## config.mk

```make
export PLATFORM = sky130hd
export DESIGN_NAME = sfd_ctrl
export DESIGN_NICKNAME = d
export VERILOG_FILES = /design/src/rtl/sfd_pkg.sv /design/src/rtl/sfd_ctrl.sv
export SDC_FILE = /design/constraint.sdc
export NUM_CORES = 1
export LEC_CHECK = 0
export ABC_AREA = 1
export BUFFER_PORTS_ARGS = -buffer_cell sky130_fd_sc_hd__buf_2
export CAP_MARGIN = 20
export CORE_AREA = 2 2 39 41
export CTS_CLUSTER_DIAMETER = 80
export DETAILED_ROUTE_END_ITERATION = 8
export DIE_AREA = 0 0 41 43
export SLEW_MARGIN = 40
export SYNTH_ARGS = -nofsm -noshare
export SYNTH_HDL_FRONTEND = slang
export SYNTH_SLANG_ARGS = --single-unit
```

## constraint.sdc

```tcl
create_clock -name clk -period 1.9 [get_ports clk]
set_clock_uncertainty 0.15 [all_clocks]
set_input_delay 0.19 -clock clk [delete_from_list [all_inputs] [get_ports clk]]
set_output_delay 0.19 -clock clk [all_outputs]
set_load 0.1 [all_outputs]
```

## src/rtl/sfd_pkg.sv

```systemverilog
`default_nettype none
package sfd_pkg;

  localparam int SAMPLE_W = 16;
  localparam int DELAY_W = 16;
  localparam int FEEDBACK_W = 8;
  localparam int WET_W = 9;
  // effect before saturation: old dry plus scaled feedback
  localparam int EFFECT_W = 18;
  localparam int DATA_W = 32;
  localparam int PADDR_W = 5;

  localparam int DEFAULT_HISTORY_FRAMES = 65536;

  localparam logic [DELAY_W-1:0] DELAY_RESET = 16'd10;

  // cycles that the read offsets need to settle after a delay change
  localparam logic [1:0] SETTLE_CYCLES = 2'd3;

  typedef enum logic [2:0] {
    REG_DELAY_LEFT,
    REG_DELAY_RIGHT,
    REG_FEEDBACK_GAIN,
    REG_WET_GAIN,
    REG_CROSSED_MODE,
    REG_INVERT_EFFECT,
    REG_INVERT_FEEDBACK
  } reg_index_t;

  typedef enum logic [2:0] {
    ST_IDLE,
    ST_FB_LEFT,
    ST_FB_RIGHT,
    ST_MIX_LEFT,
    ST_MIX_RIGHT
  } ctrl_state_t;

  typedef struct packed {
    logic [DELAY_W-1:0]    delay_left;
    logic [DELAY_W-1:0]    delay_right;
    logic [FEEDBACK_W-1:0] feedback;
    logic [WET_W-1:0]      wet;
    logic                  crossed;
    logic                  invert_effect;
    logic                  invert_feedback;
  } cfg_t;

  typedef struct packed {
    logic accept;
    logic effect_left;
    logic effect_right;
    logic result_left;
    logic finish;
  } ctrl_cmd_t;

  typedef struct packed {
    logic out_busy;
  } dp_status_t;

  function automatic logic signed [SAMPLE_W-1:0] sat_sample(input logic signed [23:0] v);
    logic signed [SAMPLE_W-1:0] r;
    if (v < -24'sd32768) begin
      r = 16'sh8000;
    end else if (v > 24'sd32767) begin
      r = 16'sh7fff;
    end else begin
      r = v[SAMPLE_W-1:0];
    end
    return r;
  endfunction

endpackage
`default_nettype wire

```

## src/rtl/sfd_ctrl.sv

```systemverilog
`default_nettype none
module sfd_ctrl
  import sfd_pkg::*;
(
  input  wire logic       clk,
  input  wire logic       rst,
  input  wire logic       in_tvalid,
  output logic            in_tready,
  input  wire logic       cfg_write,
  input  wire dp_status_t status,
  output ctrl_cmd_t       cmd
);

  ctrl_state_t state, state_next;
  logic [1:0]  settle;

  // hold the input off while the datapath recomputes its read offsets
  always_ff @(posedge clk) begin
    if (rst) begin
      settle <= SETTLE_CYCLES;
    end else if (cfg_write) begin
      settle <= SETTLE_CYCLES;
    end else if (settle != 2'd0) begin
      settle <= settle - 2'd1;
    end
  end

  always_ff @(posedge clk) begin
    if (rst) begin
      state <= ST_IDLE;
    end else begin
      state <= state_next;
    end
  end

  always_comb begin
    state_next = state;
    unique case (state)
      ST_IDLE: begin
        if (in_tvalid && settle == 2'd0) begin
          state_next = ST_FB_LEFT;
        end
      end
      ST_FB_LEFT:  state_next = ST_FB_RIGHT;
      ST_FB_RIGHT: state_next = ST_MIX_LEFT;
      ST_MIX_LEFT: state_next = ST_MIX_RIGHT;
      ST_MIX_RIGHT: begin
        if (!status.out_busy) begin
          state_next = ST_IDLE;
        end
      end
      default: state_next = ST_IDLE;
    endcase
  end

  always_comb begin
    in_tready = 1'b0;
    cmd       = '0;
    unique case (state)
      ST_IDLE: begin
        in_tready  = (settle == 2'd0);
        cmd.accept = in_tvalid && (settle == 2'd0);
      end
      ST_FB_LEFT:   cmd.effect_left  = 1'b1;
      ST_FB_RIGHT:  cmd.effect_right = 1'b1;
      ST_MIX_LEFT:  cmd.result_left  = 1'b1;
      ST_MIX_RIGHT: cmd.finish       = !status.out_busy;
      default: begin
        in_tready = 1'b0;
      end
    endcase
  end

endmodule
`default_nettype wire

```

==> summary.txt <==
Synth
  • Synth Area in XOR/XNOR: 0%
  • Synth Area in Compound Gates: 8.500%
  • Mux contribution to synthesized area: 0%
  • Seq/Total Area, Yosys: 40.00%
  • Synth Instances: 36
  • Post-synthesis simple-gate area fraction: 34.50%
  • Ys Warns: 0
  • Cell Area, Synth: 250.2 µm²
  • Synthesized area per cell: 6.951 µm²
  • Syn_nets: 42
  • Combinational family with the most area after synthesis: simple AND/OR/NAND/NOR gates
  • Unique masters post-synth: 13
  • Adder-Cell Fraction of Synth Area: 5.000%
  • Synthesized flop and latch total: 5

Detailed routing
  • DRT Pass-1 Iters: 2
  • Via Count: 258
  • Drt first-iter violations: 4
  • # DRC: 0
  • Number of antenna-violating nets in the routed design: 0
  • Total Routed Length: 497 µm
  • Via/cell ratio: 3.909
  • Drt wl/cell: 7.530 µm

Finish
  • Antenna diodes: 0
  • Final Instance Area: 369.1 µm²
  • Layout cells sized above 1: 40.00%
  • Nets: 57
  • Area Overhead vs Synth: 47.50%
  • Layout Cells excl Fill: 66

Floorplanning
  • Die Area: 1763 µm²
  • Die X: 41 µm
  • Row count: 14
  • DIE HEIGHT: 43 µm
  • CORE AREA: 1384 µm²
  • Starting Density: 18.08%
  • Top-Level Pins: 11

Flow run
  • Maximum Capacitance Violations: 0

Timing
  • Final setup violation count: 0
  • Final Cycle Share: 92.70%
  • Fmax: 0.5677 GHz
  • Hold Vio Cnt, Final: 0
  • Worst-Margin Slew: 0.4854 ns
  • RSZ-0062 raised after global routing: no
  • Tmin final: 1.761 ns
  • Final Max Tran Viols: 0
  • Slew headroom: 67.86%
  • TNS Setup: 0 ns

Worst setup path
  • Critical path, cell by cell: inv_1, ha_1, inv_1, nor2_2, buf_2
  • Reg-to-reg slack, setup: 0.72 ns
  • Worst Path Arrival: 1.42 ns
  • CP max FO: 5
  • Startpoint Class: flip-flop
  • CP max stage delay: 0.42 ns
  • Req. time, crit path: 1.56 ns
  • Most common cell on crit path: inv_1
  • Setup CP Type: reg2out
  • Slowest-stage cell, CP: buf_2
  • Worst Setup End Kind: output port

Place
  • Dpl cells: 62
  • DP HPWL: 433.3 µm
  • Cell Area, Placed: 340.3 µm²
  • IO Port Bufs: 10
  • GPL Wtd Cong: 0.7086

Clocking
  • Clock Sinks: 5
  • Worst-path clk slew: 0.04 ns
  • Clk_lat worst skew: 0.24 ns
  • CTS buffer count: 3
  • CTS H-Tree Depth: 1
  • CTS tree: built
  • Clock Tree Root: clkbuf_4
  • Setup Buffers After CTS: 0
  • CTS max path bufs: 2

Pwr
  • Leakage power: 0.2008 nW
  • VDD IR max: 0.0005768 V
  • Power Density: 947.9 nW/µm²

Min path
  • Tightest Hold Check Type: in2reg

Global route
  • Global-route wire length before repair: 821 µm
  • Gr usage total: 7.136%
  • Met1 Use GR: 7.742%
  • Grt ovf: 0
  • Largest net degree at the start of global routing: 6
  • Met3 usage: 3.141%
  • Initial antenna violation count: 0
  • Number of global-route vias before repair: 230
  • Met2 Resource Use GR: 10.00%
  • Busiest grt layer: met2

Outcome
  • Status: finished, final reports clean
==> layout make-up <==
class                      count  area [µm²]
fill                         165        1015
timing repair buffer          10       52.55
tap                           16       20.02
clock buffer                   4       26.28
inverter                       8       30.03
multi-input combinational     23       140.1
sequential                     5       100.1
==> cell usage after synthesis (all sizes together) <==
library cell	n	area [µm²]
nor4	1	6.260
o211ai	1	7.510
dfxtp	5	100.1
inv	8	30.03
nor2	6	25.03
ha	1	12.51
a21oi	2	13.76
nand2	6	25.03
nand3	6	30.03
==> final timing paths <==
check	cells after the start	startpoint	endpoint
worst max register to register	6	settle[0]	state[0]
worst min register to register	2	settle[0]	settle[0]
worst max-delay path	5	settle[0]	in_tready
worst min-delay path	2	rst	state[1]
==> layer usage <==
metal,wire [µm],vias to the layer above
met3,53,2
li1,-,141
met1,222,108
met5,0,-
met4,7,0
met2,214,7
==> repair_timing <==
| item | CTS | global route |
|---|---|---|
| resized for setup | 0 | 1 |
| setup endpoints to repair | 0 | 1 |
| hold buffers | 0 | 0 |
| endpoints found under the hold margin | 0 | 0 |
==> critical path: cells and delay by family (launching register included) <==
| family | cells | cell delay (ns) |
|---|---|---|
| fa+ha+maj | 1 | 0.22 |
| buf+inv | 3 | 0.57 |
| flops | 1 | 0.30 |
| simple gates | 1 | 0.09 |
==> cell families after synthesis <==
family	after synthesis
AOI/OAI and AO/OA	3
adders and majority gates	1
and+or+nand+nor	19
DFF	5
buffers and inverters	8
==> power breakdown <==
group	switching (mW)	total (mW)	leakage, nW	internal (mW)
clock	0.0391	0.118	0.0150	0.0791
sequential	0.0129	0.127	0.0407	0.114
combinational	0.0804	0.105	0.145	0.0244
==> cell usage in the layout, fill, tap and decap left out, drive strengths merged <==
| cell | synthesis | layout |
|---|---|---|
| nor4 | 1 | 1 |
| a21oi | 2 | 2 |
| o211ai | 1 | 1 |
| dfxtp | 5 | 5 |
| clkbuf | 0 | 5 |
| ha | 1 | 1 |
| nor2 | 6 | 6 |
| inv | 8 | 8 |
| nand3 | 6 | 6 |
| buf | 0 | 9 |
| nand2 | 6 | 6 |
==> sequential cells by signal, indices dropped and copies added (netlist names) <==
name	cells
state	3
settle	2
==> through the flow <==
stage	utilization (%)	hold WS, ns	setup WS, ns	total power [mW]
global route	26.67	0.01398	0.02965	0.3722
floorplan	-	0.1024	0.08577	0.2155
global placement	24.59	0.2598	0.3476	0.2338
finish	26.67	0.009796	0.1386	0.3499
detailed placement	24.59	0.2603	0.3482	0.2345
CTS	26.49	0.004843	0.08750	0.3573
No activity file was read; power rests on OpenSTA's default activity.
